$ cat config.mk
export PLATFORM = sky130hd
export DESIGN_NAME = array_list_engine
export DESIGN_NICKNAME = d
export VERILOG_FILES = /design/src/rtl/alc_pkg.sv /design/src/rtl/alc_cell.sv /design/src/rtl/array_list_engine.sv
export SDC_FILE = /design/constraint.sdc
export NUM_CORES = 2
export LEC_CHECK = 0
export ABC_CLOCK_PERIOD_IN_PS = 6200
export BUFFER_PORTS_ARGS = -buffer_cell sky130_fd_sc_hd__buf_2
export CORE_ASPECT_RATIO = 0.9
export CORE_MARGIN = 2
export CORE_UTILIZATION = 45
export DETAILED_ROUTE_END_ITERATION = 12
export GPL_ROUTABILITY_DRIVEN = 0
export GPL_TIMING_DRIVEN = 0
export PLACE_DENSITY = 0.63
export REMOVE_ABC_BUFFERS = 1
export SLEW_MARGIN = 30
export SYNTH_ARGS = -nofsm -noshare
export SYNTH_HDL_FRONTEND = slang
export SYNTH_HIERARCHICAL = 1
export SYNTH_SLANG_ARGS = --single-unit
$ cat constraint.sdc
create_clock -name clk -period 6.2 [get_ports clk]
set_input_delay 0.93 -clock clk [delete_from_list [all_inputs] [get_ports clk]]
set_output_delay 0.93 -clock clk [all_outputs]
set_load 0.1 [all_outputs]
$ cat src/rtl/alc_pkg.sv
// Shared types, constants and helpers for the array list engine.
// Depends on nothing; imported by alc_cell, array_list_engine and the testbench.
`default_nettype none

package alc_pkg;

	// List geometry.
	localparam int CAPACITY   = 16;
	localparam int DATA_WIDTH = 32;
	localparam int IDX_W      = (CAPACITY > 1) ? $clog2(CAPACITY) : 1;
	localparam int CNT_W      = $clog2(CAPACITY + 1);

	// Fixed widths of the stream fields.
	localparam int KIND_W   = 3;
	localparam int POS_W    = 5;
	localparam int VALUE_W  = 32;
	localparam int OIDX_W   = 4;
	localparam int OCNT_W   = 5;
	localparam int S_DATA_W = 40;
	localparam int M_DATA_W = 16;

	// Width that holds both a position and a count for compares.
	localparam int CW = ((CNT_W > POS_W) ? CNT_W : POS_W) + 1;

	typedef logic [DATA_WIDTH-1:0] word_t;

	// Request kinds.
	typedef enum logic [KIND_W-1:0] {
		KIND_SEARCH       = 3'd0,
		KIND_INSERT       = 3'd1,
		KIND_APPEND       = 3'd2,
		KIND_DELETE_AT    = 3'd3,
		KIND_DELETE_VALUE = 3'd4
	} kind_t;

	// Per-cell update command for one cycle.
	typedef struct packed {
		logic load;
		logic take_left;
		logic take_right;
	} cell_ctrl_t;

	// Sign-extend the 32-bit input word, then keep DATA_WIDTH bits.
	function automatic word_t to_word(input logic [VALUE_W-1:0] v);
		logic [2*VALUE_W-1:0] ext;
		ext = {{VALUE_W{v[VALUE_W-1]}}, v};
		return word_t'(ext);
	endfunction

	// Lowest set bit of a match vector; zero when none is set.
	function automatic logic [IDX_W-1:0] first_index(input logic [CAPACITY-1:0] m);
		logic [IDX_W-1:0] r;
		r = '0;
		for (int i = CAPACITY - 1; i >= 0; i--) begin
			if (m[i]) begin
				r = IDX_W'(i);
			end
		end
		return r;
	endfunction

endpackage

`default_nettype wire

$ cat src/rtl/alc_cell.sv
// One storage cell of the list: holds an entry, compares it with a probe
// word and loads from its neighbors or the insert word. Uses alc_pkg.
`default_nettype none

module alc_cell (
	input  wire                 clk,
	input  wire                 en,
	input  alc_pkg::cell_ctrl_t ctrl,
	input  alc_pkg::word_t      left_word,
	input  alc_pkg::word_t      right_word,
	input  alc_pkg::word_t      ins_word,
	input  alc_pkg::word_t      cmp_word,
	output alc_pkg::word_t      entry,
	output logic                eq
);
	import alc_pkg::*;

	word_t entry_q;

	// Entry register: an insert loads or shifts up, a delete shifts down.
	always_ff @(posedge clk) begin
		if (en) begin
			if (ctrl.load) begin
				entry_q <= ins_word;
			end else if (ctrl.take_left) begin
				entry_q <= left_word;
			end else if (ctrl.take_right) begin
				entry_q <= right_word;
			end
		end
	end

	// Parallel compare against the probe word.
	assign eq    = (entry_q == cmp_word);
	assign entry = entry_q;

endmodule

`default_nettype wire

$ cat src/rtl/array_list_engine.sv
// Flow: a request beat is taken into the stage-one registers, which also capture
// the cells' match vector; stage two then updates the cells and loads the result
// register once that register is free or being emptied. The cells compare first
// and shift after, and a new request is taken only once the previous one has
// updated the cells.
// Reset: the entry count and handshake state clear; entries stay undefined
// until written, and no entry at or beyond the count can match a probe.
`default_nettype none

module array_list_engine (
	input  wire                            clk,
	input  wire                            arst_n,
	input  wire                            s_axis_tvalid,
	output logic                           s_axis_tready,
	// Fields from bit 0: position[4:0], value[36:5], zero fill.
	input  wire [alc_pkg::S_DATA_W-1:0]    s_axis_tdata,
	// Fields from bit 0: kind[2:0].
	input  wire [alc_pkg::KIND_W-1:0]      s_axis_tuser,
	output logic                           m_axis_tvalid,
	input  wire                            m_axis_tready,
	// Fields from bit 0: ok[0], found[1], found_index[5:2], count[10:6], zero fill.
	output logic [alc_pkg::M_DATA_W-1:0]   m_axis_tdata
);
	import alc_pkg::*;

	// Input field unpacking.
	logic [POS_W-1:0]   in_pos;
	logic [VALUE_W-1:0] in_value;
	logic               in_beat;

	assign in_pos   = s_axis_tdata[POS_W-1:0];
	assign in_value = s_axis_tdata[POS_W+VALUE_W-1:POS_W];

	// Control and stage registers.
	logic                busy_q;
	logic [CNT_W-1:0]    count_q;
	logic [KIND_W-1:0]   kind_s1;
	logic [POS_W-1:0]    pos_s1;
	word_t               word_s1;
	logic [CAPACITY-1:0] match_s1;
	logic                out_valid_q;
	logic                ok_q;
	logic                found_q;
	logic [OIDX_W-1:0]   idx_q;
	logic [OCNT_W-1:0]   ocount_q;

	// Cell array signals.
	word_t               entry   [CAPACITY];
	logic [CAPACITY-1:0] eq;
	cell_ctrl_t          ctrl    [CAPACITY];
	word_t               in_word;
	word_t               probe;
	logic [CW-1:0]       cnt_ext;

	assign in_word = to_word(in_value);
	assign probe   = busy_q ? word_s1 : in_word;
	assign cnt_ext = CW'(count_q);

	// Request is taken only when no earlier request is still updating the cells.
	assign s_axis_tready = !busy_q;
	assign in_beat       = s_axis_tvalid && s_axis_tready;

	// Stage two fires when the result register is free or being emptied.
	logic fire;
	assign fire = busy_q && (!out_valid_q || m_axis_tready);

	// Decision logic for the request in stage two.
	logic             found;
	logic [IDX_W-1:0] idx;
	logic             ok;
	logic             ins_ok;
	logic             del_ok;
	logic [CW-1:0]    ins_pos;
	logic [CW-1:0]    del_pos;
	logic [CW-1:0]    pos_ext;
	logic [CNT_W-1:0] count_next;

	assign pos_ext = CW'(pos_s1);

	always_comb begin
		found   = 1'b0;
		idx     = '0;
		ins_ok  = 1'b0;
		del_ok  = 1'b0;
		ins_pos = pos_ext;
		del_pos = pos_ext;
		case (kind_t'(kind_s1))
			KIND_SEARCH: begin
				found = |match_s1;
				idx   = first_index(match_s1);
			end
			KIND_INSERT: begin
				ins_ok = (cnt_ext < CW'(CAPACITY)) && (pos_ext <= cnt_ext);
			end
			KIND_APPEND: begin
				ins_pos = cnt_ext;
				ins_ok  = (cnt_ext < CW'(CAPACITY));
			end
			KIND_DELETE_AT: begin
				del_ok = (pos_ext < cnt_ext);
			end
			KIND_DELETE_VALUE: begin
				found   = |match_s1;
				idx     = first_index(match_s1);
				del_pos = CW'(idx);
				del_ok  = found;
			end
			default: begin
				found = 1'b0;
			end
		endcase
		ok = found || ins_ok || del_ok;
		if (ins_ok) begin
			count_next = count_q + CNT_W'(1);
		end else if (del_ok) begin
			count_next = count_q - CNT_W'(1);
		end else begin
			count_next = count_q;
		end
	end

	// Row of cells, each linked to its neighbors; an end cell uses its own entry on its open side.
	for (genvar i = 0; i < CAPACITY; i++) begin : g_cell
		word_t left_w;
		word_t right_w;

		if (i == 0) begin : g_first
			assign left_w = entry[i];
		end else begin : g_left
			assign left_w = entry[i-1];
		end
		if (i == CAPACITY - 1) begin : g_last
			assign right_w = entry[i];
		end else begin : g_right
			assign right_w = entry[i+1];
		end

		assign ctrl[i].load       = ins_ok && (CW'(i) == ins_pos);
		assign ctrl[i].take_left  = ins_ok && (CW'(i) > ins_pos);
		assign ctrl[i].take_right = del_ok && (CW'(i) >= del_pos);

		alc_cell u_cell (
			.clk        (clk),
			.en         (fire),
			.ctrl       (ctrl[i]),
			.left_word  (left_w),
			.right_word (right_w),
			.ins_word   (word_s1),
			.cmp_word   (probe),
			.entry      (entry[i]),
			.eq         (eq[i])
		);
	end

	// Valid mask: only entries below the count may match.
	logic [CAPACITY-1:0] match_now;
	always_comb begin
		for (int i = 0; i < CAPACITY; i++) begin
			match_now[i] = eq[i] && (CW'(i) < cnt_ext);
		end
	end

	// Stage one payload: the request and the registered match vector.
	always_ff @(posedge clk) begin
		if (in_beat) begin
			kind_s1  <= s_axis_tuser;
			pos_s1   <= in_pos;
			word_s1  <= in_word;
			match_s1 <= match_now;
		end
	end

	// Control state: busy flag, entry count, result valid.
	always_ff @(posedge clk or negedge arst_n) begin
		if (!arst_n) begin
			busy_q      <= 1'b0;
			count_q     <= '0;
			out_valid_q <= 1'b0;
		end else begin
			if (in_beat) begin
				busy_q <= 1'b1;
			end else if (fire) begin
				busy_q <= 1'b0;
			end
			if (fire) begin
				count_q     <= count_next;
				out_valid_q <= 1'b1;
			end else if (m_axis_tready) begin
				out_valid_q <= 1'b0;
			end
		end
	end

	// Result register.
	always_ff @(posedge clk) begin
		if (fire) begin
			ok_q     <= ok;
			found_q  <= found;
			idx_q    <= OIDX_W'(idx);
			ocount_q <= OCNT_W'(count_next);
		end
	end

	assign m_axis_tvalid = out_valid_q;
	assign m_axis_tdata  = M_DATA_W'({ocount_q, idx_q, found_q, ok_q});

`ifndef SYNTH
	// The count never grows past the capacity.
	a_count_range: assert property (@(posedge clk) disable iff (!arst_n)
		count_q <= CNT_W'(CAPACITY))
		else $error("entry count beyond capacity");

	// A found match always makes the request succeed.
	a_found_ok: assert property (@(posedge clk) disable iff (!arst_n)
		out_valid_q && found_q |-> ok_q)
		else $error("match found but request failed");

	// Without a match the reported index is zero.
	a_idx_zero: assert property (@(posedge clk) disable iff (!arst_n)
		out_valid_q && !found_q |-> (idx_q == '0))
		else $error("nonzero index without a match");

	// The count moves by at most one per request.
	a_count_step: assert property (@(posedge clk) disable iff (!arst_n)
		fire |=> (count_q == $past(count_q)) || (count_q == $past(count_q) + CNT_W'(1))
			|| (count_q == $past(count_q) - CNT_W'(1)))
		else $error("count changed by more than one");

	// The count only changes on a request that stage two completes.
	a_count_hold: assert property (@(posedge clk) disable iff (!arst_n)
		!fire |=> $stable(count_q))
		else $error("count changed without a request");
`endif

endmodule

`default_nettype wire

# --- After elaboration in Yosys (flattened, before gate mapping) ---
# Index checks and enable logic that the tools add are counted.
totals:
  regBits: 586
  word_cells: 299
  out_inout_bits: 18
  inputBits: 47
classes:
  n_mux: 75
  n_lt_le_gt_ge: 50
  n_reduce_logical: 109
  eq_ne: 36
  add_sub_neg: 2
op_table:
  columns: ["op", "n"]
  rows:
  - ["$mux W32", 48]
  - ["$eq A32 B32 Y1", 16]
  - ["$logic_and A1 B1 Y1", 66]
  - ["$mux W4", 16]
  - ["$eq A4 B6 Y1 const A", 8]
  - ["$gt A4 B6 Y1 const A", 8]
  - ["$ge A4 B6 Y1 const A", 7]
  - ["$reduce_bool A3 Y1", 14]
  - ["$lt A4 B5 Y1 const A", 8]
  - ["$reduce_and A2 Y1", 15]
  - ["$eq A3 B6 Y1 const A", 4]
  - ["$ge A3 B6 Y1 const A", 4]
  - ["$gt A3 B6 Y1 const A", 4]
  - ["$lt A3 B5 Y1 const A", 4]
  - ["$mux W5", 4]
  - ["$reduce_or A16 Y1", 1]
  - ["$eq A2 B6 Y1 const A", 2]
  - ["$ge A1 B6 Y1 const A", 2]
  - ["$ge A2 B6 Y1 const A", 2]
  - ["$gt A1 B6 Y1 const A", 2]
  - ["$gt A2 B6 Y1 const A", 2]
  - ["$lt A1 B5 Y1 const A", 2]
  - ["$lt A2 B5 Y1 const A", 2]
  - ["$reduce_bool A2 Y1", 4]
  - ["other kinds (18)", 27]

# --- Longest topological paths before layout ---
logic_depth:
  depth_word: 22
  ltp_mapped: 15
  depth_no_buf: 10

# --- Modules after synthesis ---
# Netlist, hierarchy kept.
modules_own_cells:
  columns: ["mod", "area_per_inst_um2", "instances", "seq_area_each_um2", "cells_per_inst"]
  rows:
  - ["alc_cell", 1986.9, 16, 960.9, 183]
  - ["array_list_engine", 4155.2, 1, 2187.1, 378]

# --- Worst setup path after synthesis ---
# Ideal clock, no wire load.
synth_path:
  path_type: "register to register"
  from: "register count_q[4]"
  to: "register g_cell[1].u_cell.entry_q[0], enable pin"
  t_required_ns: 5.806
  arrival_time_ns: 3.753
  synth_period_minus_slack_ns: 4.147
  path_slack_ns: 2.053
  path_stages_with_launch: 15
  setup_time_ns: 0.394
  path_cell_list: "dfrtp_1 > clkbuf_1 > inv_1 > ha_1 > and2_4 > a221oi_2 > a211oi_1 > or3_1 > buf_2 > or2_1 > buf_6 > nor2_1 > buf_4 > buf_6 > o31a_1"
synth_lines:
  columns: ["element", "line", "text"]
  rows:
  - ["start: declaration", "array_list_engine.sv:36", "logic [CNT_W-1:0] count_q;"]
  - ["start signal: assignment", "array_list_engine.sv:186", "count_q <= count_next;"]
  - ["end signal: assignment", "alc_cell.sv:24", "entry_q <= ins_word;"]
  - ["end signal: assignment", "alc_cell.sv:26", "entry_q <= left_word;"]
  - ["end signal: assignment", "alc_cell.sv:28", "entry_q <= right_word;"]
  - ["end: declaration", "alc_cell.sv:18", "word_t entry_q;"]

==> run summary <==
• Die X-Extent: 302 um
• total placed instance area: 0.0387 sq mm
• Setup TNS Final: 0 ns
• DRT Pass-1 Iters: 6
• maximum number of pins on one net before global-route repair: 35
• number of input and output port buffers inserted: 56
• die height: 272 um
• number of flops mapped to enable cells by yosys: 579
• internal portion of total power: 8.51 mW
• Root Buffer Master: clkbuf_16
• TritonCTS clock tree: done
• Clk pwr share: 27.9%
• count of standard-cell rows: 98
• count of final setup violators: 0
• count of H-tree levels built during CTS: 3
• clock transition at the registers of the reported paths: 0.06 ns
• cell type with the highest aggregate area in the netlist: edfxtp_1
• peak ir drop on the vdd network: 0.000467 V
• number of global-route vias before repair: 25300
• launching point of the worst reg2reg path: count_q[4]
• via density per instance: 5.87
• number of antenna violations at the first check in global routing: 0
• worst hold slack after final layout: 0.140 ns
• top-count cell post-synth: edfxtp_1
• Syn-to-layout area delta: 13.1%
• via count: 26100
• count of boundary I/O pins: 65
• setup repair after global routing missed its margin: no
• Synth Area per Inst: 10.9 sq um
• setup slack, reg-to-reg: 1.09 ns
• Slew Viols, Final: 0
• critical setup path kind: register to register
• total instance count after detailed placement: 4318
• worst min-delay path category: input port to asynchronous set/reset pin
• routed length per instance: 24.4 um
• sequential group share of total power: 41.2%
• top_reg_cell synth: edfxtp_1
• number of inserted diodes: 0
• DR DRC count: 0
• overall overflow remaining after global route: 0
• count of warnings emitted by yosys: 6
• Max Fclk: 196 MHz
• post-route antenna net violation count: 0
• startpoint type of the worst setup path: register
• result of the run: finished, final reports clean
• async set-reset flop share out of synthesis: 1.19%
• dpl hpwl: 83.0 mm
• worst-skew pair later-pin latency: 0.62 ns
• Synth Cell Area: 0.0359 sq mm
• net count of the finished layout: 3392
• most instantiated cells after synthesis: edfxtp_1, nand2_1, o21ai_0
• TritonCTS sink count: 586
• number of setup buffers added after CTS: 0
• Max clock buf depth: 3
• share of cells above drive strength 1: 10.3%
• share of synthesized area occupied by flip-flops and latches: 48.9%
• effective utilization at floorplan: 45.4%
• switching part of the total: 37.0%
• core area: 0.0792 sq mm
• number of standard cells in the final layout excluding fillers: 4440
• count of distinct cell types in the synthesized netlist: 60
• Setup crit start: count_q[4]
• crit end category: register
• Final Hold Viols: 0
• Worst EP required: 6.55 ns
• final WL: 108 mm
• maximum fanout encountered on the critical timing path: 17
• Initial DRC Count: 3280
• number of standard cells after synthesis: 3306
• largest cells by area after synthesis: edfxtp_1, mux2i_1, xor2_1, o21ai_0, nand2_1
• final std cell area, no fill: 0.0407 sq mm
• Leakage: 12.5 nW
• relative slew slack: 27.2%
• Arrival @ worst endpoint: 5.46 ns
• number of clock buffers inserted by TritonCTS: 67
• Clock Skew: 0.0247 ns
• proportion of power drawn by combinational gates: 30.9%
• count of instances resized after the clock tree is built: 0
• power density of the placed cells: 332 mW/mm^2
• GRT Resource Usage Total: 26.1%
• number of hold buffers added after CTS: 0
• fin crit share: 82.4%
• measured slew at the worst slew-check pin: 1.08 ns
• proportion of netlist area held by the largest area contributor: 48.4%
• Total Die Area: 0.0822 sq mm
• power spent charging and discharging nets: 4.99 mW
• number of synthesized register bits: 586
• max_cap viols: 0
• Final min period: 5.11 ns
• global-route wire length before repair: 164 mm
==> area by class of cell <==
class | instances | area [sq um]
inverters | 17 | 71.3
flip-flops and latches | 586 | 17600
clock buffers | 84 | 1800
clock inverters | 38 | 208
repair buffers | 154 | 2270
well taps | 1050 | 1310
multi-input cells | 2511 | 17400
fillers | 7015 | 38500
==> registers in the layout (all words and copies together), names as in the netlist <==
register	cells
ok_q	1
busy_q	1
ocount_q	5
match_s1	16
idx_q	4
count_q	5
m_axis_tvalid	1
g_cell.u_cell/entry	512
found_q	1
pos_s1	5
kind_s1	3
word_s1	32
==> power groups by stage <==
stage / clock network [mW] / logic [mW] / registers (mW)
after CTS: 3.82 / 4.11 / 5.55
after detailed placement: 0 / 4.09 / 5.63
after global routing: 3.96 / 4.46 / 5.62
after floorplan: 0 / 2.59 / 5.68
final: 3.76 / 4.18 / 5.56
after global placement: 0 / 3.77 / 5.72
==> critical path, stage by stage, from the launching register on <==
cell	delay [ns]
dfrtp_1	0.55
inv_1	0.28
ha_1	0.42
and3_1	0.22
and3_1	0.21
a211oi_1	0.39
or3_1	0.62
or2_1	0.71
inv_4	0.31
buf_12	0.27
o31a_2	0.59
buf_16	0.26
==> worst paths after layout <==
kind,cells after the start,endpoint
min in group clk,1,pos_s1[2]
min,1,count_q[2]
max reg2reg,11,g_cell[4].u_cell/entry[22]
min reg2reg,2,m_axis_tvalid
max in group asynchronous,1,busy_q
max,11,g_cell[4].u_cell/entry[22]
==> routing by layer <==
layer  track usage (%)  vias up  wire [um]
li1                  -    12100          -
met1              40.4    12500      50600
met2              36.3     1342      43800
met3              3.92      214       9230
met4              10.4        0       4620
met5                 0        -          0
==> cell families (layout without fill, tap and decap cells) <==
| family | after synthesis | count (layout) | synth area share (%) |
|---|---|---|---|
| mux | 550 | 550 | 15.4 |
| other cells | 1 | 6 | 0.0104 |
| flops | 586 | 586 | 48.9 |
| simple gates | 825 | 825 | 10.3 |
| fa+ha+maj | 8 | 8 | 0.278 |
| buf+inv | 214 | 293 | 3.62 |
| xor+xnor | 518 | 518 | 12.6 |
| compound gates | 604 | 604 | 8.92 |
==> per-stage QoR <==
step           util, %  setup WS [ns]  power, mW
2_1_floorplan        -          -1.02       8.27
3_3_place_gp      45.9          -5.21       9.48
3_5_place_dp      48.8           1.16       9.72
4_1_cts           51.3           1.15       13.5
5_1_grt           51.3          0.887       14.0
6_report          51.3           1.09       13.5
==> cell usage in the layout, fill, tap and decap left out, types with 9 or more instances in the layout <==
cell / count
nor4_2: 11
clkbuf_16: 69
nor4_1: 122
a21oi_1: 15
buf_8: 9
o21ai_0: 524
nor2_4: 17
nand3_1: 9
clkbuf_1: 13
buf_12: 14
nand4_1: 32
mux2_2: 35
nand2_1: 530
xor2_1: 512
o31a_2: 16
mux2i_1: 515
buf_4: 21
edfxtp_1: 579
buf_2: 56
inv_1: 13
buf_16: 50
nor2b_1: 11
clkinv_1: 19
clkinv_2: 12
nor2_1: 48
Note: power is estimated with default switching activity, not from simulation.
